## config.mk

```make
export PLATFORM = sky130hd
export DESIGN_NAME = wait_for_graph_cycle_detect
export DESIGN_NICKNAME = d
export VERILOG_FILES = /design/src/rtl/core/wfg_pkg.sv /design/src/rtl/core/wfg_ram.sv /design/src/rtl/core/wfg_matrix.sv /design/src/rtl/core/wfg_search.sv /design/src/rtl/core/wait_for_graph_cycle_detect.sv
export SDC_FILE = /design/constraint.sdc
export NUM_CORES = 2
export LEC_CHECK = 0
export ABC_AREA = 1
export BUFFER_PORTS_ARGS = -buffer_cell sky130_fd_sc_hd__buf_2
export CORE_ASPECT_RATIO = 0.6
export CORE_MARGIN = 5
export CORE_UTILIZATION = 30
export DETAILED_ROUTE_END_ITERATION = 8
export HOLD_SLACK_MARGIN = 0.03
export PLACE_DENSITY = 0.43
export SLEW_MARGIN = 0
export SYNTH_ARGS = -nofsm -noshare
export SYNTH_HDL_FRONTEND = slang
export SYNTH_SLANG_ARGS = --single-unit
```

## constraint.sdc

```tcl
create_clock -name clock -period 8.9 [get_ports clock]
set_input_delay 0.445 -clock clock [delete_from_list [all_inputs] [get_ports clock]]
set_output_delay 0.445 -clock clock [all_outputs]
set_load 0.02 [all_outputs]
```

## src/rtl/core/wfg_pkg.sv

```systemverilog
// ----------------------------------------------------------------------------
// wfg_pkg
// Shared types and operation codes for the wait-for graph cycle detector.
// ----------------------------------------------------------------------------
`default_nettype none

package wfg_pkg;

   localparam logic [1:0] OP_ADD   = 2'd0;
   localparam logic [1:0] OP_CHECK = 2'd1;
   localparam logic [1:0] OP_CLEAR = 2'd2;

   typedef struct packed {
      logic [1:0] op;
      logic [4:0] from_node;
      logic [4:0] to_node;
   } req_type;

   typedef struct packed {
      logic       cycle_found;
      logic [1:0] op_done;
   } rsp_type;

   typedef struct packed {
      logic done;
      logic found;
   } srch_stat_type;

endpackage

`default_nettype wire

```

## src/rtl/core/wfg_ram.sv

```systemverilog
// ----------------------------------------------------------------------------
// wfg_ram
// Generic single-write, single-read RAM with registered read data.
// ----------------------------------------------------------------------------
`default_nettype none

module wfg_ram #(
   parameter int WIDTH = 32,
   parameter int DEPTH = 32,
   localparam int AW = $clog2(DEPTH)
) (
   input  wire logic             clock,
   input  wire logic             wr_en,
   input  wire logic [AW-1:0]    wr_addr,
   input  wire logic [WIDTH-1:0] wr_data,
   input  wire logic             rd_en,
   input  wire logic [AW-1:0]    rd_addr,
   output logic      [WIDTH-1:0] rd_data
);

   logic [WIDTH-1:0] mem_ff [DEPTH];
   logic [WIDTH-1:0] rd_data_ff;

   always_ff @(posedge clock) begin
      if (wr_en) begin
         mem_ff[wr_addr] <= wr_data;
      end
      if (rd_en) begin
         rd_data_ff <= mem_ff[rd_addr];
      end
   end

   assign rd_data = rd_data_ff;

endmodule

`default_nettype wire

```

## src/rtl/core/wfg_matrix.sv

```systemverilog
// ----------------------------------------------------------------------------
// wfg_matrix
// Adjacency matrix store: one RAM row per waiting node, with per-row valid
// bits so that a clear empties the whole matrix without writing the RAM.
// ----------------------------------------------------------------------------
`default_nettype none

module wfg_matrix #(
   parameter int NODES = 32,
   localparam int NW = $clog2(NODES)
) (
   input  wire logic             clock,
   input  wire logic             reset,
   input  wire logic             clr,
   input  wire logic             rd_en,
   input  wire logic [NW-1:0]    rd_addr,
   output logic      [NODES-1:0] rd_data,
   input  wire logic             wr_en,
   input  wire logic [NW-1:0]    wr_addr,
   input  wire logic [NODES-1:0] wr_data
);

   logic [NODES-1:0] row_vld_ff;
   logic             rd_vld_ff;
   logic [NODES-1:0] ram_q;

   wfg_ram #(
      .WIDTH (NODES),
      .DEPTH (NODES)
   ) u_ram (
      .clock   (clock),
      .wr_en   (wr_en),
      .wr_addr (wr_addr),
      .wr_data (wr_data),
      .rd_en   (rd_en),
      .rd_addr (rd_addr),
      .rd_data (ram_q)
   );

   always_ff @(posedge clock) begin
      if (reset || clr) begin
         row_vld_ff <= '0;
      end else if (wr_en) begin
         row_vld_ff[wr_addr] <= 1'b1;
      end
   end

   always_ff @(posedge clock) begin
      if (reset) begin
         rd_vld_ff <= 1'b0;
      end else if (rd_en) begin
         rd_vld_ff <= row_vld_ff[rd_addr];
      end
   end

   // unwritten rows read as empty
   assign rd_data = rd_vld_ff ? ram_q : '0;

endmodule

`default_nettype wire

```

## src/rtl/core/wfg_search.sv

```systemverilog
// ----------------------------------------------------------------------------
// wfg_search
// Depth-first search engine. Keeps visited and on-path marks in flops and
// the path of ancestors in a stack RAM; re-reads a node's matrix row on
// every return to it.
// ----------------------------------------------------------------------------
`default_nettype none

module wfg_search #(
   parameter int NODES = 32,
   localparam int NW = $clog2(NODES)
) (
   input  wire logic                   clock,
   input  wire logic                   reset,
   input  wire logic                   start,
   output wfg_pkg::srch_stat_type      stat,
   output logic                        mat_rd_en,
   output logic          [NW-1:0]      mat_rd_addr,
   input  wire logic     [NODES-1:0]   mat_rd_data
);

   typedef enum logic [3:0] {
      S_IDLE = 4'b0001,
      S_ROOT = 4'b0010,
      S_EVAL = 4'b0100,
      S_POP  = 4'b1000
   } srch_state_type;

   srch_state_type   state_ff, state_in;
   logic [NODES-1:0] visited_ff, visited_in;
   logic [NODES-1:0] on_path_ff, on_path_in;
   logic [NW-1:0]    cur_ff, cur_in;
   logic [NW-1:0]    depth_ff, depth_in;

   logic [NODES-1:0] cand;
   logic [NODES-1:0] enc_in;
   logic [NW-1:0]    enc_idx;
   logic             hit;
   logic             stk_wr_en;
   logic             stk_rd_en;
   logic [NW-1:0]    stk_rd_data;

   function automatic logic [NW-1:0] lowest_set(input logic [NODES-1:0] vec);
      logic [NW-1:0] idx;
      idx = '0;
      for (int i = NODES - 1; i >= 0; i--) begin
         if (vec[i]) begin
            idx = NW'(i);
         end
      end
      return idx;
   endfunction

   wfg_ram #(
      .WIDTH (NW),
      .DEPTH (NODES)
   ) u_stack (
      .clock   (clock),
      .wr_en   (stk_wr_en),
      .wr_addr (depth_ff),
      .wr_data (cur_ff),
      .rd_en   (stk_rd_en),
      .rd_addr (depth_ff - NW'(1)),
      .rd_data (stk_rd_data)
   );

   assign cand    = mat_rd_data & ~visited_ff;
   assign hit     = |(mat_rd_data & on_path_ff);
   assign enc_in  = (state_ff == S_ROOT) ? ~visited_ff : cand;
   assign enc_idx = lowest_set(enc_in);

   always_comb begin
      state_in    = state_ff;
      visited_in  = visited_ff;
      on_path_in  = on_path_ff;
      cur_in      = cur_ff;
      depth_in    = depth_ff;
      stk_wr_en   = 1'b0;
      stk_rd_en   = 1'b0;
      mat_rd_en   = 1'b0;
      mat_rd_addr = cur_ff;
      stat        = '0;

      unique case (state_ff)
         S_IDLE: begin
            if (start) begin
               visited_in = '0;
               on_path_in = '0;
               depth_in   = '0;
               state_in   = S_ROOT;
            end
         end
         S_ROOT: begin
            if (&visited_ff) begin
               stat.done = 1'b1;
               state_in  = S_IDLE;
            end else begin
               cur_in              = enc_idx;
               visited_in[enc_idx] = 1'b1;
               on_path_in[enc_idx] = 1'b1;
               mat_rd_en           = 1'b1;
               mat_rd_addr         = enc_idx;
               state_in            = S_EVAL;
            end
         end
         S_EVAL: begin
            if (hit) begin
               // back edge to a node on the current path
               stat.done  = 1'b1;
               stat.found = 1'b1;
               state_in   = S_IDLE;
            end else if (|cand) begin
               stk_wr_en           = 1'b1;
               depth_in            = depth_ff + NW'(1);
               cur_in              = enc_idx;
               visited_in[enc_idx] = 1'b1;
               on_path_in[enc_idx] = 1'b1;
               mat_rd_en           = 1'b1;
               mat_rd_addr         = enc_idx;
            end else begin
               on_path_in[cur_ff] = 1'b0;
               if (depth_ff == '0) begin
                  state_in = S_ROOT;
               end else begin
                  stk_rd_en = 1'b1;
                  depth_in  = depth_ff - NW'(1);
                  state_in  = S_POP;
               end
            end
         end
         S_POP: begin
            cur_in      = stk_rd_data;
            mat_rd_en   = 1'b1;
            mat_rd_addr = stk_rd_data;
            state_in    = S_EVAL;
         end
         default: begin
            state_in = S_IDLE;
         end
      endcase
   end

   always_ff @(posedge clock) begin
      if (reset) begin
         state_ff   <= S_IDLE;
         visited_ff <= '0;
         on_path_ff <= '0;
         depth_ff   <= '0;
      end else begin
         state_ff   <= state_in;
         visited_ff <= visited_in;
         on_path_ff <= on_path_in;
         depth_ff   <= depth_in;
      end
   end

   always_ff @(posedge clock) begin
      cur_ff <= cur_in;
   end

endmodule

`default_nettype wire

```

## src/rtl/core/wait_for_graph_cycle_detect.sv

```systemverilog
// ----------------------------------------------------------------------------
// wait_for_graph_cycle_detect
// Deadlock detector over a wait-for graph held as an adjacency matrix in RAM.
// Flow: add reads the source row, then writes it back with the new edge bit;
//   clear, unused op and out-of-range add go straight to the result; check
//   runs a DFS that reads a matrix row per step and the stack on each return.
// Throughput: one transaction in flight; the next is taken once the result
//   is registered, while that result waits at the output.
// Reset: synchronous, clears the matrix valid bits, marks and control at once.
// ----------------------------------------------------------------------------
`default_nettype none

module wait_for_graph_cycle_detect #(
   parameter int NODES = 32
) (
   input  wire logic             clock,
   input  wire logic             reset,
   input  wire logic             req_valid,
   output logic                  req_ready,
   input  wire wfg_pkg::req_type req_data,
   output logic                  rsp_valid,
   input  wire logic             rsp_ready,
   output wfg_pkg::rsp_type      rsp_data
);

   localparam int NW = $clog2(NODES);

   typedef enum logic [4:0] {
      ST_IDLE   = 5'b00001,
      ST_ADD_RD = 5'b00010,
      ST_ADD_WR = 5'b00100,
      ST_CHECK  = 5'b01000,
      ST_DONE   = 5'b10000
   } top_state_type;

   top_state_type          state_ff, state_in;
   wfg_pkg::req_type       req_ff, req_in;
   logic                   found_ff, found_in;
   logic                   rsp_valid_ff, rsp_valid_in;
   wfg_pkg::rsp_type       rsp_ff, rsp_in;

   logic                   req_acc;
   logic                   in_range;
   logic                   srch_start;
   wfg_pkg::srch_stat_type srch_stat;
   logic                   srch_rd_en;
   logic [NW-1:0]          srch_rd_addr;
   logic                   mat_clr;
   logic                   mat_rd_en;
   logic [NW-1:0]          mat_rd_addr;
   logic [NODES-1:0]       mat_rd_data;
   logic                   mat_wr_en;
   logic [NODES-1:0]       mat_wr_data;
   logic [NODES-1:0]       to_bit;

   assign req_ready  = (state_ff == ST_IDLE);
   assign req_acc    = req_valid && req_ready;
   assign in_range   = (int'(req_data.from_node) < NODES) &&
                       (int'(req_data.to_node) < NODES);
   assign srch_start = req_acc && (req_data.op == wfg_pkg::OP_CHECK);
   assign mat_clr    = req_acc && (req_data.op == wfg_pkg::OP_CLEAR);

   always_comb begin
      to_bit                          = '0;
      to_bit[NW'(req_ff.to_node)]     = 1'b1;
   end

   assign mat_rd_en   = (state_ff == ST_ADD_RD) || srch_rd_en;
   assign mat_rd_addr = (state_ff == ST_ADD_RD) ? NW'(req_ff.from_node) : srch_rd_addr;
   assign mat_wr_en   = (state_ff == ST_ADD_WR);
   assign mat_wr_data = mat_rd_data | to_bit;

   wfg_matrix #(
      .NODES (NODES)
   ) u_matrix (
      .clock   (clock),
      .reset   (reset),
      .clr     (mat_clr),
      .rd_en   (mat_rd_en),
      .rd_addr (mat_rd_addr),
      .rd_data (mat_rd_data),
      .wr_en   (mat_wr_en),
      .wr_addr (NW'(req_ff.from_node)),
      .wr_data (mat_wr_data)
   );

   wfg_search #(
      .NODES (NODES)
   ) u_search (
      .clock       (clock),
      .reset       (reset),
      .start       (srch_start),
      .stat        (srch_stat),
      .mat_rd_en   (srch_rd_en),
      .mat_rd_addr (srch_rd_addr),
      .mat_rd_data (mat_rd_data)
   );

   always_comb begin
      state_in     = state_ff;
      req_in       = req_ff;
      found_in     = found_ff;
      rsp_in       = rsp_ff;
      rsp_valid_in = rsp_valid_ff && !rsp_ready;

      unique case (state_ff)
         ST_IDLE: begin
            if (req_acc) begin
               req_in   = req_data;
               found_in = 1'b0;
               unique case (req_data.op)
                  wfg_pkg::OP_ADD:   state_in = in_range ? ST_ADD_RD : ST_DONE;
                  wfg_pkg::OP_CHECK: state_in = ST_CHECK;
                  default:           state_in = ST_DONE;
               endcase
            end
         end
         ST_ADD_RD: begin
            state_in = ST_ADD_WR;
         end
         ST_ADD_WR: begin
            state_in = ST_DONE;
         end
         ST_CHECK: begin
            if (srch_stat.done) begin
               found_in = srch_stat.found;
               state_in = ST_DONE;
            end
         end
         ST_DONE: begin
            if (!rsp_valid_ff || rsp_ready) begin
               rsp_in.cycle_found = found_ff;
               rsp_in.op_done     = req_ff.op;
               rsp_valid_in       = 1'b1;
               state_in           = ST_IDLE;
            end
         end
         default: begin
            state_in = ST_IDLE;
         end
      endcase
   end

   always_ff @(posedge clock) begin
      if (reset) begin
         state_ff     <= ST_IDLE;
         rsp_valid_ff <= 1'b0;
      end else begin
         state_ff     <= state_in;
         rsp_valid_ff <= rsp_valid_in;
      end
   end

   always_ff @(posedge clock) begin
      req_ff   <= req_in;
      found_ff <= found_in;
      rsp_ff   <= rsp_in;
   end

   assign rsp_valid = rsp_valid_ff;
   assign rsp_data  = rsp_ff;

endmodule

`default_nettype wire

```

==> flow_summary.ini <==
[clock_tree]
cts_made_buffers = 145
ctsHoldBuffers = 13
clockBufferDepth = 4
cts.sinks = 1354
ctsResizeCount = 0
clk_pin_slew_ns = 0.07
htree_levels = 4
insertion_delay_ns = 0.82
post_cts_buffers = 0
cts_root_buffer = clkbuf_16
cts_tree = done

[yosys]
synthXorXnorAreaFrac_pct = 0.0779
synthCells = 4799
synthMuxAreaShare_pct = 0.285
yosys_warnings = 0
avgSynthCellArea_um2 = 11.7
synth_top_family_by_area = compound AO/OA/AOI/OAI gates
synthAdderAreaFrac_pct = 0.0891
synth-edff-count = 1237
yosys.area_share.simple_pct = 9.68
synth_ff_type = edfxtp_1
ys_types = 51
syn_nets = 4819
yosys_register_bits = 1354
synth_compound_area_share_pct = 13.8
async_flop_share_pct = 0
yosysSeqAreaShare_pct = 70.3
synth_area_um2 = 56200

[placed_design]
dpl_worst_slack_ns = 2.57
place_area_um2 = 59500
gp_congestion = 0.895
io_buffers = 20
hpwlAfterDp_um = 108000

[finish]
n_antenna_cell = 0
syn_to_final_growth_pct = 13.9
drive_above_1_share_pct = 8.63
layout_common_cells = edfxtp_1 (1237), nor2_1 (623), o21ai_0 (471)
layout_commonest_cell = edfxtp_1
fin_util_pct = 34.3
nNetsFinal = 4816
stdcell_area_um2 = 64000

[critical_path]
cp_common_cell = nand2_1
crit_fanout = 207
path_delay_family = simple AND/OR/NAND/NOR gates
cp.required_ns = 9.44
cpPeakStageDelay_ns = 0.87
cp.arrival_ns = 6.98
critical-path-slowest-cell = buf_4
r2r-start = u_search.state_ff[0]$_SDFFE_PP1P_
crit_buf_inv = 3
start_kind = register
worstSetupPathType = register to register
cp-startpoint = u_search.state_ff[0]$_SDFFE_PP1P_
end_kind = register

[sta]
timing.fmax_ghz = 0.155
max_slew_margin_pct = 25.2
tightest_slew_ns = 1.12
setup_viol = 0
tns_ns = 0
rsz0062_at_grt = no
fin_ws_ns = 2.46
fin_crit_sh_pct = 72.3
fin_skew_ns = 0.0574
hold_viol = 0
period_needed_ns = 6.44
slew_violations = 0

[hold_path]
hold_class = input port to register
min-delay-start = req_valid

[drt]
drc = 0
wl_per_cell_um = 25.3
ant_nets = 0
vias = 38128
drt_wl_total_um = 187000
first_pass_iters = 6
first_iter_violations = 4261
via_per_inst = 5.15

[global_routing]
grt_pass1_vias = 35112
grt_pass1_wl_um = 266000
grt.overflow.total = 0
gr-usage-all-layers_pct = 18.4
grt_max_degree = 238
antenna_found_initial = 4

[pwr]
p_leak_nw = 21.6
p_total_mw = 20.2
ir_drop_mv = 0.251
p_per_area_nw_per_um2 = 316
power.internal_mw = 12.3
p_sw_mw = 7.89
power.share.clock_pct = 29.0
pwr-share-seq_pct = 36.3
p_comb_share_pct = 34.7
power.share.switching_pct = 39.0

[floorplanning]
rows = 123
start_util_pct = 30.1
io_pins = 21
dieArea_um2 = 196000
dieHeight_um = 345
fp.dieW_um = 569
core_um2 = 187000

[outcome]
status = finished, final reports clean

[job]
max_cap_viol_count = 0
power by group through the flow:
stage | registers [mW] | clock network, mW | logic, mW
after floorplan | 7.49 | 0 | 4.53
after global placement | 7.47 | 0 | 6.98
after detailed placement | 7.47 | 0 | 6.95
after CTS | 7.34 | 5.99 | 6.98
after global routing | 7.34 | 6.27 | 7.69
final | 7.34 | 5.85 | 7.02
path summary, 6_finish.rpt:
check | end | slack, ns | depth (start not counted)
worst max-delay path | u_matrix.u_ram.rd_data[14]$_DFFE_PP_ | 2.46 | 45
worst min-delay path | state_ff[0]$_SDFFE_PP1P_ | 0.15 | 4
worst max register to register | u_matrix.u_ram.rd_data[14]$_DFFE_PP_ | 2.46 | 45
worst min register to register | rsp_data[0]$_DFFE_PP_ | 0.42 | 0
logic make-up (layout without fill, tap and decap cells):
family	count (synthesis)	in the layout
and+or+nand+nor	1312	1312
buffers and inverters	770	873
adders and majority gates	4	4
DFF	1354	1354
muxes	16	16
xor gates and xnor gates	5	5
AOI/OAI and AO/OA	1338	1338
Yosys cell counts (3+ instances only):
cell      count  share of area (%)
o311ai_0      3              0.047
xor2_1        3              0.047
edfxtp_1   1237                 66
nor3_1       61               0.54
buf_2       147                1.3
nand4_1      12               0.13
nor4_1       14               0.16
nand3b_1     12               0.16
buf_4        11               0.15
o211ai_1    272                3.6
o21ai_0     482                4.3
o21ai_1     135                1.2
nor2_1      657                4.4
buf_6        18               0.36
dfxtp_1     117                4.2
o22ai_1      26               0.29
o31ai_1       4              0.053
buf_1        14              0.094
o32ai_1      24               0.37
nand2_1     328                2.2
inv_2        11              0.073
clkbuf_1    100               0.67
a211oi_1     18               0.24
a21oi_1     308                2.7
mux2i_1      16               0.28
clkinv_1      3              0.020
o21ai_2       3              0.047
a311oi_1      3              0.047
o221ai_1     19               0.30
ha_1          4              0.089
inv_1       463                3.1
a31oi_1      32               0.36
nand3_1     218                1.9
worst register-to-register path, delay by kind of cell, from the launching register on:
family | cells | cell delay, ns
buf+inv | 3 | 1.84
simple gates | 38 | 3.31
compound gates | 4 | 0.63
flops | 1 | 0.43
flip-flops by register name (all words and copies together) (netlist names):
signal and flops:
u_matrix.u_ram.rd_data 32, req_ff 12, u_search.state_ff 4, u_search.u_stack.rd_data 5, u_matrix.row_vld_ff 32, rsp_data 3, rsp_valid 1, u_search.depth_ff 5
found_ff 1, u_search.on_path_ff 32, u_matrix.u_ram.mem_ff 1024, u_search.u_stack.mem_ff 160, state_ff 5, u_matrix.rd_vld_ff 1, u_search.cur_ff 5, u_search.visited_ff 32
area by class of cell:
cell class | instances | area [um2]
inverters | 478 | 1810
clock inverters | 68 | 524
clock buffers | 185 | 3900
repair buffers | 142 | 1190
well taps | 2500 | 3130
multi-input cells | 2675 | 14000
fillers | 18574 | 123000
flip-flops and latches | 1354 | 39500
stage by stage:
step                      instances  hold WS [ns]
after floorplan                4799         0.400
after global placement         7136         0.411
after detailed placement       7136         0.415
after CTS                      7402         0.113
after global routing           7402         0.183
final                          7402         0.150
per-layer routing:
layer | up-vias | wire (um) | GRT usage, %
li1 | 17312 | - | -
met1 | 19306 | 97200 | 30.8
met2 | 1302 | 73400 | 24.4
met3 | 208 | 13300 | 2.97
met4 | 0 | 3250 | 3.50
met5 | - | 0 | 0
(Power assumes the default switching activity.)
